==> src/hw/rtl/crss_pkg.sv <==
// ----------------------------------------------------------------------------
// crss_pkg
// Types, codes and constants shared by the shadow call stack modules.
// ----------------------------------------------------------------------------
package crss_pkg;

  localparam int STACK_DEPTH_DEF = 64;

  // request operation codes
  localparam logic [1:0] OP_PUSH  = 2'd0;
  localparam logic [1:0] OP_RET   = 2'd1;
  localparam logic [1:0] OP_CLEAR = 2'd2;
  localparam logic [1:0] OP_READ  = 2'd3;

  // call type codes
  localparam logic [2:0] TYPE_SUB  = 3'd0;
  localparam logic [2:0] TYPE_NMI  = 3'd1;
  localparam logic [2:0] TYPE_IRQ  = 3'd2;
  localparam logic [2:0] TYPE_FIRQ = 3'd3;
  localparam logic [2:0] TYPE_SWI  = 3'd4;
  localparam logic [2:0] TYPE_SWI2 = 3'd5;
  localparam logic [2:0] TYPE_SWI3 = 3'd6;

  typedef struct packed {
    logic [1:0]  opcode;
    logic [2:0]  call_type;
    logic [15:0] from_pc;
    logic [7:0]  inst_length;
    logic [15:0] to_pc;
    logic [15:0] return_pc;
    logic [5:0]  read_index;
  } in_t;

  typedef struct packed {
    logic [6:0]  depth;
    logic        matched;
    logic [6:0]  popped;
    logic        overflow;
    logic        entry_valid;
    logic [2:0]  entry_type;
    logic [15:0] entry_from_pc;
    logic [15:0] entry_to_pc;
    logic [7:0]  entry_inst_length;
  } out_t;

  // one stack entry as held in the RAM
  typedef struct packed {
    logic [2:0]  call_type;
    logic [15:0] from_pc;
    logic [7:0]  inst_length;
    logic [15:0] to_pc;
  } entry_t;

  localparam int ENTRY_W = $bits(entry_t);

  // controller to datapath
  typedef struct packed {
    logic start;    // capture request, clear working result
    logic exec;     // run the operation's first step
    logic rd_take;  // take RAM read data for a read request
    logic srch;     // one step of the return search
    logic load;     // move working result to the output register
  } cmd_t;

  // datapath to controller
  typedef struct packed {
    logic srch_done;
  } sts_t;

endpackage

==> src/hw/rtl/crss_ram.sv <==
// ----------------------------------------------------------------------------
// crss_ram
// Generic RAM: one write port, one read port, registered read data.
// ----------------------------------------------------------------------------
module crss_ram #(
  parameter int WIDTH = 8,
  parameter int DEPTH = 64
) (
  input  logic                     clk,
  input  logic                     we,
  input  logic [$clog2(DEPTH)-1:0] waddr,
  input  logic [WIDTH-1:0]         wdata,
  input  logic [$clog2(DEPTH)-1:0] raddr,
  output logic [WIDTH-1:0]         rdata
);

  logic [WIDTH-1:0] mem [DEPTH];

  always_ff @(posedge clk) begin
    if (we) begin
      mem[waddr] <= wdata;
    end
    rdata <= mem[raddr];
  end

endmodule

==> src/hw/rtl/crss_ctrl.sv <==
// ----------------------------------------------------------------------------
// crss_ctrl
// Sequencer for the shadow call stack: request intake, operation steps and
// the output register handshake.
// ----------------------------------------------------------------------------
module crss_ctrl
  import crss_pkg::*;
(
  input  logic       clk,
  input  logic       rst,
  input  logic       in_valid,
  input  logic [1:0] in_opcode,
  output logic       in_stall,
  output logic       out_valid,
  input  logic       out_stall,
  input  sts_t       sts,
  output cmd_t       cmd
);

  localparam logic [2:0] ST_IDLE = 3'd0;
  localparam logic [2:0] ST_EXEC = 3'd1;
  localparam logic [2:0] ST_RDW  = 3'd2;
  localparam logic [2:0] ST_SRCH = 3'd3;
  localparam logic [2:0] ST_DONE = 3'd4;

  logic [2:0] state;
  logic [2:0] state_next;
  logic [1:0] op;
  logic       out_valid_next;

  assign in_stall = (state != ST_IDLE);

  always_comb begin
    cmd        = '0;
    state_next = state;
    unique case (state)
      ST_IDLE: begin
        if (in_valid) begin
          cmd.start  = 1'b1;
          state_next = ST_EXEC;
        end
      end
      ST_EXEC: begin
        cmd.exec = 1'b1;
        unique case (op)
          OP_READ: state_next = ST_RDW;
          OP_RET:  state_next = ST_SRCH;
          default: state_next = ST_DONE;
        endcase
      end
      ST_RDW: begin
        cmd.rd_take = 1'b1;
        state_next  = ST_DONE;
      end
      ST_SRCH: begin
        cmd.srch = 1'b1;
        if (sts.srch_done) begin
          state_next = ST_DONE;
        end
      end
      ST_DONE: begin
        if (!out_valid || !out_stall) begin
          cmd.load   = 1'b1;
          state_next = ST_IDLE;
        end
      end
      default: state_next = ST_IDLE;
    endcase
  end

  always_comb begin
    if (cmd.load) begin
      out_valid_next = 1'b1;
    end else if (!out_stall) begin
      out_valid_next = 1'b0;
    end else begin
      out_valid_next = out_valid;
    end
  end

  always_ff @(posedge clk) begin
    if (rst) begin
      state     <= ST_IDLE;
      out_valid <= 1'b0;
    end else begin
      state     <= state_next;
      out_valid <= out_valid_next;
    end
  end

  always_ff @(posedge clk) begin
    if (cmd.start) begin
      op <= in_opcode;
    end
  end

endmodule

==> src/hw/rtl/crss_dpath.sv <==
// ----------------------------------------------------------------------------
// crss_dpath
// Datapath: stack RAM, depth counter, return-address scan and result
// registers.
// ----------------------------------------------------------------------------
module crss_dpath
  import crss_pkg::*;
#(
  parameter int STACK_DEPTH = STACK_DEPTH_DEF
) (
  input  logic clk,
  input  logic rst,
  input  in_t  in_req,
  input  cmd_t cmd,
  output sts_t sts,
  output out_t out_res
);

  localparam int AW = $clog2(STACK_DEPTH);
  localparam int DW = $clog2(STACK_DEPTH + 1);
  localparam int XW = (DW > 7) ? DW : 7;
  localparam int CW = (DW > 6) ? DW : 6;
  localparam int IW = (AW > 6) ? AW : 6;

  in_t             req;
  out_t            res;
  out_t            res_ld;
  logic [DW-1:0]   count;
  logic [DW-1:0]   scan;
  logic [AW-1:0]   pend_e;
  logic            pend_vld;

  logic            we;
  logic [AW-1:0]   waddr;
  logic [AW-1:0]   raddr;
  entry_t          wentry;
  entry_t          rentry;

  logic            full;
  logic            rd_ok;
  logic [IW-1:0]   ridx_x;
  logic [DW-1:0]   scan_m1;
  logic [16:0]     sum;
  logic [16:0]     ret_x;
  logic            hit;
  logic [DW-1:0]   pop_cnt;
  logic [XW-1:0]   pop_x;
  logic [XW-1:0]   cnt_x;

  assign full    = (count == DW'(STACK_DEPTH));
  assign rd_ok   = (CW'(req.read_index) < CW'(count));
  assign ridx_x  = IW'(req.read_index);
  assign scan_m1 = scan - DW'(1);

  assign we     = cmd.exec && (req.opcode == OP_PUSH) && !full;
  assign waddr  = count[AW-1:0];
  assign raddr  = cmd.srch ? scan_m1[AW-1:0] : ridx_x[AW-1:0];
  assign wentry = '{call_type:   req.call_type,
                    from_pc:     req.from_pc,
                    inst_length: req.inst_length,
                    to_pc:       req.to_pc};

  crss_ram #(
    .WIDTH (ENTRY_W),
    .DEPTH (STACK_DEPTH)
  ) u_ram (
    .clk   (clk),
    .we    (we),
    .waddr (waddr),
    .wdata (wentry),
    .raddr (raddr),
    .rdata (rentry)
  );

  // expected return address, unwrapped; SWI2 also matches one past it
  assign sum   = {1'b0, rentry.from_pc} + {9'd0, rentry.inst_length};
  assign ret_x = {1'b0, req.return_pc};
  assign hit   = pend_vld &&
                 ((sum == ret_x) ||
                  ((rentry.call_type == TYPE_SWI2) && ((sum + 17'd1) == ret_x)));

  assign sts.srch_done = hit || (scan == '0);

  assign pop_cnt = count - DW'(pend_e);
  assign pop_x   = XW'(pop_cnt);
  assign cnt_x   = XW'(count);

  always_comb begin
    res_ld       = res;
    res_ld.depth = cnt_x[6:0];
  end

  always_ff @(posedge clk) begin
    if (rst) begin
      count    <= '0;
      pend_vld <= 1'b0;
    end else begin
      if (cmd.exec) begin
        pend_vld <= 1'b0;
        unique case (req.opcode)
          OP_PUSH:  if (!full) count <= count + DW'(1);
          OP_CLEAR: count <= '0;
          default: ;
        endcase
      end
      if (cmd.srch) begin
        if (hit) begin
          count    <= DW'(pend_e);
          pend_vld <= 1'b0;
        end else if (scan != '0) begin
          pend_vld <= 1'b1;
        end else begin
          pend_vld <= 1'b0;
        end
      end
    end
  end

  always_ff @(posedge clk) begin
    if (cmd.start) begin
      req <= in_req;
      res <= '0;
    end
    if (cmd.exec) begin
      scan <= count;
      unique case (req.opcode)
        OP_PUSH: res.overflow    <= full;
        OP_READ: res.entry_valid <= rd_ok;
        default: ;
      endcase
    end
    if (cmd.rd_take && res.entry_valid) begin
      res.entry_type        <= rentry.call_type;
      res.entry_from_pc     <= rentry.from_pc;
      res.entry_to_pc       <= rentry.to_pc;
      res.entry_inst_length <= rentry.inst_length;
    end
    if (cmd.srch) begin
      if (hit) begin
        res.matched <= 1'b1;
        res.popped  <= pop_x[6:0];
      end else if (scan != '0) begin
        scan   <= scan_m1;
        pend_e <= scan_m1[AW-1:0];
      end
    end
    if (cmd.load) begin
      out_res <= res_ld;
    end
  end

endmodule

==> src/hw/rtl/call_return_shadow_stack.sv <==
// ----------------------------------------------------------------------------
// call_return_shadow_stack
// Shadow call stack for a debugger: records calls, unwinds on returns.
// ----------------------------------------------------------------------------
// One request is worked on at a time; in_stall is high from the cycle after a
// request is taken until the result is in the output register, and a new
// request is taken while that result still waits on out_stall. Push and clear
// run in one exec step; read adds a step that takes the registered RAM read
// data. A return searches the stack from the top down, one entry per cycle
// through the stack RAM's single read port, and stops at the first entry whose
// from_pc + inst_length (17 bits, or one past it for SWI2) equals return_pc.
// With no match nothing is popped. The stack RAM is not cleared at reset; the
// depth counter is.
module call_return_shadow_stack
  import crss_pkg::*;
#(
  parameter int STACK_DEPTH = STACK_DEPTH_DEF
) (
  input  logic clk,
  input  logic rst,
  input  logic in_valid,
  output logic in_stall,
  input  in_t  in_req,
  output logic out_valid,
  input  logic out_stall,
  output out_t out_res
);

  cmd_t cmd;
  sts_t sts;

  crss_ctrl u_ctrl (
    .clk       (clk),
    .rst       (rst),
    .in_valid  (in_valid),
    .in_opcode (in_req.opcode),
    .in_stall  (in_stall),
    .out_valid (out_valid),
    .out_stall (out_stall),
    .sts       (sts),
    .cmd       (cmd)
  );

  crss_dpath #(
    .STACK_DEPTH (STACK_DEPTH)
  ) u_dpath (
    .clk     (clk),
    .rst     (rst),
    .in_req  (in_req),
    .cmd     (cmd),
    .sts     (sts),
    .out_res (out_res)
  );

endmodule
==> config.mk <==
export PLATFORM = sky130hd
export DESIGN_NAME = call_return_shadow_stack
export DESIGN_NICKNAME = d
export VERILOG_FILES = /design/src/hw/rtl/crss_pkg.sv /design/src/hw/rtl/crss_ram.sv /design/src/hw/rtl/crss_ctrl.sv /design/src/hw/rtl/crss_dpath.sv /design/src/hw/rtl/call_return_shadow_stack.sv
export SDC_FILE = /design/constraint.sdc
export NUM_CORES = 2
export LEC_CHECK = 0
export ABC_CLOCK_PERIOD_IN_PS = 14300
export BUFFER_PORTS_ARGS = -buffer_cell sky130_fd_sc_hd__buf_2
export CAP_MARGIN = 20
export CORE_MARGIN = 3
export CORE_UTILIZATION = 55
export CTS_CLUSTER_DIAMETER = 150
export DETAILED_ROUTE_END_ITERATION = 12
export PLACE_DENSITY = 0.71
export SYNTH_ARGS = -nofsm -noshare
export SYNTH_HDL_FRONTEND = slang
export SYNTH_HIERARCHICAL = 1
export SYNTH_SLANG_ARGS = --single-unit
==> constraint.sdc <==
create_clock -name clk -period 14.3 [get_ports clk]
set_clock_uncertainty 0.2 [all_clocks]
set_input_delay 1.43 -clock clk [delete_from_list [all_inputs] [get_ports clk]]
set_output_delay 1.43 -clock clk [all_outputs]
set_load 0.01 [all_outputs]
# After elaboration in Yosys (flattened, before gate mapping)
# Memories as Yosys holds them, arrays and structs flattened. A register that Yosys moved wholly into a read port is not among the register bits.
# Index checks and enable logic that the tools add are counted.
# totals
ram_bits	2752
latchBits	0
regBits	205
inputBits	71
memories	1
mem_bits_ro	0
elab_cells	110
output_inout_bits	62
# mem_list
memory	depth	width	rd	rd_clocked_by_memory_dff	write_ports	line	rtl
u_dpath.u_ram.mem	64	43	1	1	1	crss_ram.sv:17	logic [WIDTH-1:0] mem [DEPTH];
# op_classes
n_shift	0
reduce_logical	20
addsub	5
n_eq_ne	15
div	0
n_mux	37
n_mul	0
magnitude_cmp	1
bitwise	1
# ops
op	n
$mux W7	8
$mux W53	1
$mux W43	1
$eq A17 B16 Y1	2
$add A16 B8 Y17	1
$add A17 B1 Y17 const B	1
$mux W1	17
$mux W8	2
$pmux W3 S5	1
$pmux W7 S2	1
$mux W3	3
$add A7 B1 Y7 const B	1
$eq A7 B7 Y1 const B	1
$logic_not A7 Y1	1
$lt A6 B7 Y1	1
$reduce_bool A7 Y1	1
$sub A7 B1 Y7 const B	1
$sub A7 B6 Y7	1
$eq A3 B2 Y1 const B	2
$eq A3 B3 Y1 const B	2
$mux W6	1
$pmux W3 S2	1
$reduce_and A3 Y1	2
$logic_and A1 B1 Y1	5
13 further kinds	21

# Logic depth before layout (Yosys ltp)
# depth
word_depth	9
mapped_depth	18
ltp_nobuf	18

# Hierarchy
# The synthesis kept the hierarchy.
# by_module_without_submodules
mod	area_per_inst_um2	cells_per_inst	seq_area_each_um2	n_inst
crss_ram	105393.6	4444	83500.1	1
crss_dpath	8871.0	644	5785.5	1
crss_ctrl	311.5	33	140.1	1

# Worst setup path before layout
# Ideal clock, no wire load.
# synth_path
kind	register -> register
start	register u_ctrl.state[0]
end	memory u_dpath/u_ram/mem[49][0] (netlist name) (enable)
path_stages_with_launch	11
arrival_ns	4.772
path_buffers	1
setup_ns	0.496
required_time_ns	13.604
synth_period_minus_slack_ns	5.469
path_slack_ns	8.831
path_cell_list	dfxtp_1 -> nand2b_1 -> nor2_1 -> nand2b_1 -> clkbuf_1 -> nor2_1 -> nand2_1 -> inv_1 -> nor2b_1 -> nand4_1 -> nor3_1
# synth_rtl
element	line	rtl
start, declared	crss_ctrl.sv:26	logic [2:0] state;
start signal, assigned	crss_ctrl.sv:86	state <= state_next;
end, declared	crss_ram.sv:17	

==> results.md <==
- Worst Path Arrival: 6.50 ns
- R2R Path End: u_dpath/u_ram/rdata[13]
- Synthesis-stage register bit count: 3,002
- EDFF count, synth: 2,930
- Fraction of registers with async set or reset after synthesis: 0%
- Critical path, cell by cell: inv_2 > nor2_2 > buf_4 > mux2_8 > buf_4 > buf_4 > buf_4 > mux4_2 > mux4_2 > o22ai_1 > nor2_1
- Largest net degree at the start of global routing: 129
- Number of remaining DRC errors: 0
- Adder-Cell Fraction of Synth Area: 0.297%
- Critical path launch point type: flop
- Critical Path End: u_dpath/u_ram/rdata[13]
- 1st-iter DRT viols: 8,065
- Final worst setup slack: 8.40 ns
- Unrepaired setup endpoints after global routing: false
- Place WS: 8.31 ns
- CP bufs+invs: 5
- Crit Path Category: flop to flop
- Most used flip-flop cell after synthesis: edfxtp_1
- Layout cells sized above 1: 28.7%
- WP depth: 11
- Die ar.: 0.214 mm^2
- Clock latency on the worst-skew pair: 0.93 ns
- CTS tree: done
- Clock sinks: 3,002
- R2R cell count: 11
- Worst vdd ir: 0.109 mV
- Slowest cell on crit path: buf_4
- Worst setup startpoint: u_ctrl/state[1]
- Post-Synth XOR/XNOR Area: 0.413%
- Initial core utilization: 55.7%
- Crit end category: flop
- Max Slew Vio Count: 0
- Cts hold-fix bufs: 0
- Routability Congestion: 0.823
- First-pass GRT wire length: 413,000 um
- Die W: 462 um
- Outcome: finished clean
- Filler cells: 13,402
- Finished Cell Area: 0.129 mm^2
- Final number of setup-violating endpoints: 0
- Routed vias: 56,136
- Yosys warnings: 6
- Worst path most repeated cell: buf_4
- Worst reg2reg setup slack: 8.40 ns
- Compound-Gate Fraction of Synth Area: 2.19%
- DR pass1 iterations: 6
- Maximum Capacitance Violations: 0
- Leading area contributor after synthesis: edfxtp_1
- Hold/Removal Path Class: flop to flop
- Crit-path leading delay family: buffers and inverters
- Post-DP HPWL: 152,000 um
- Syn Nets: 5,218
- Post-CTS Setup Inserts: 0
- Vias/cell: 6.64
- LEAKAGE: 40.7 nW
- Synth Instances: 5,121
- Main combinational cell family by area after synthesis: multiplexers
- CTS buffer count: 303
- DR WL/cell: 34.2 um
- Worst-path fanout max: 65
- Synth-to-Final Area Change: 12.5%
- DP Area: 0.119 mm^2
- Max Root-Sink Buffers: 4
- CTS clk-pin slew, worst paths: 0.06 ns
- Final hold violations: 0
- Post_cts resized: 0
- Top-area cell type share of the netlist area: 76.8%
- Crit path time final: 5.90 ns
- Root buf cell: clkbuf_16
- Synth Area per Inst: 22.4 um^2
- Vias in the first global route: 56,016
- Synth Cell Area: 0.115 mm^2
- Crit share post-route: 41.2%
- GRT overflow: 0
- Multiplexer area fraction after synthesis: 15.7%
- Nets: 5,550
- Die Y: 462 um
- Antenna violations before repair: 15
- Crit path required time: 14.90 ns
- Simple-Gate Fraction of Synth Area: 2.09%
- H-tree levels: 5
- # rows: 166
- Fmax: 0.170 GHz
- FF-to-FF Start: u_ctrl/state[1]
- Final wirelength: 289,000 um
- Slew margin rel.: 23.5%
- Port Buffers: 132
- Overall routing resource usage: 27.0%
- Top cells by area, synth: edfxtp_1 (77%), mux4_2 (14%), dfxtp_1 (1.3%)
- Crit path largest cell delay: 0.83 ns
- Pwr dens: 152 mW/mm^2
- Core ar.: 0.206 mm^2
- Final setup TNS: 0 ns
- Post-route ant nets: 0
- Ports: 133
- Seq/Total Area, Yosys: 78.0%
- Worst Tran Pin Value: 1.15 ns
- Synth cell types: 87
==> cells in the mapped netlist (all sizes together), types with 9 or more instances <==
master and count:
edfxtp 2930, mux4 726, nor2 207, buf 155
o22ai 148, clkbuf 113, a21oi 96, mux2i 90
dfxtp 72, mux2 66, o21ai 60, and3 54
nor3 45, nand2 39, inv 34, o221ai 33
xnor2 33, ha 24, nand2b 20, nor2b 20
xor2 18, nand3 17, nand3b 16, a211oi 14
or3 10, nor4 9
==> sequential cells by signal, indices dropped and copies added (netlist names) <==
name / count
u_dpath/pend_vld: 1
u_dpath/res: 53
u_ctrl/op: 2
u_dpath/scan: 7
u_ctrl/state: 3
u_dpath/u_ram/mem: 2752
u_dpath/u_ram/rdata: 43
u_dpath/out_res: 60
u_ctrl/out_valid: 1
u_dpath/cnt_x: 7
u_dpath/ridx_x: 6
u_dpath/req: 61
u_dpath/pend_e: 6
==> through the flow <==
stage / total power, mW / instances / hold slack, ns / utilization (%)
after floorplan: 11.5 / 5121 / 0.200 / -
after global placement: 12.1 / 7917 / 0.201 / 58.0
after detailed placement: 12.2 / 7919 / 0.205 / 58.0
after CTS: 19.7 / 8443 / 0.219 / 62.6
after global routing: 20.2 / 8444 / 0.227 / 62.6
final: 19.7 / 8453 / 0.219 / 62.6
==> cells by family after synthesis <==
kind of cell | count (synthesis)
xor+xnor | 51
flops | 3002
simple gates | 472
buf+inv | 302
compound gates | 386
mux | 882
fa+ha+maj | 26
==> per-layer routing <==
layer / wire (um) / global-route usage [%] / up-vias
li1: - / - / 22264
met2: 138000 / 41.9 / 3553
met3: 31800 / 6.14 / 592
met1: 108000 / 38.4 / 29719
met4: 10800 / 9.65 / 8
met5: 57 / 0 / -
==> where the power goes <==
part / switching (mW) / leakage, nW / internal (mW) / total (mW)
clock network: 3.20 / 4.69 / 4.45 / 7.65
registers: 0.167 / 27.0 / 9.87 / 10.0
logic: 1.23 / 8.97 / 0.752 / 1.98
total: 4.59 / 40.7 / 15.1 / 19.7
==> placed cells by master, fill, tap and decap left out, drive strengths merged, types with 5 or more instances in the layout <==
| cell type | instances |
|---|---|
| a211oi | 14 |
| a21oi | 96 |
| a31oi | 5 |
| and3 | 54 |
| buf | 295 |
| bufinv | 19 |
| clkbuf | 389 |
| clkinv | 105 |
| dfxtp | 72 |
| diode | 9 |
| edfxtp | 2930 |
| ha | 24 |
| inv | 41 |
| mux2 | 66 |
| mux2i | 90 |
| mux4 | 726 |
| nand2 | 39 |
| nand2b | 20 |
| nand3 | 17 |
| nand3b | 16 |
| nand4 | 8 |
| nor2 | 207 |
| nor2b | 20 |
| nor3 | 45 |
| nor4 | 9 |
| o21ai | 60 |
| o221ai | 33 |
| o22ai | 148 |
| or2 | 8 |
| or3 | 10 |
| or3b | 5 |
| xnor2 | 33 |
| xor2 | 18 |
==> layout make-up <==
| type | instances | area (um^2) | share of cell area [%] |
|---|---|---|---|
| clock inverter | 135 | 1170 | 0.910 |
| multi-input combinational | 1817 | 24300 | 18.9 |
| tap | 2772 | 3470 | 2.69 |
| inverter | 34 | 128 | 0.0990 |
| timing repair buffer | 295 | 2050 | 1.59 |
| antenna | 9 | 22.5 | 0.0175 |
| sequential | 3002 | 89400 | 69.4 |
| clock buffer | 389 | 8330 | 6.46 |
==> how the worst min path moves through the flow <==
stage | startpoint | endpoint | depth (start not counted)
after floorplan | u_dpath/res[0] | u_dpath/out_res[0] | 0
after global placement | u_dpath/res[28] | u_dpath/out_res[28] | 0
after detailed placement | u_dpath/res[36] | u_dpath/out_res[36] | 0
after CTS | u_dpath/res[4] | u_dpath/out_res[4] | 0
after global routing | u_dpath/res[24] | u_dpath/out_res[24] | 0
final | u_dpath/res[4] | u_dpath/out_res[4] | 0
Note: power is estimated with default switching activity, not from simulation.
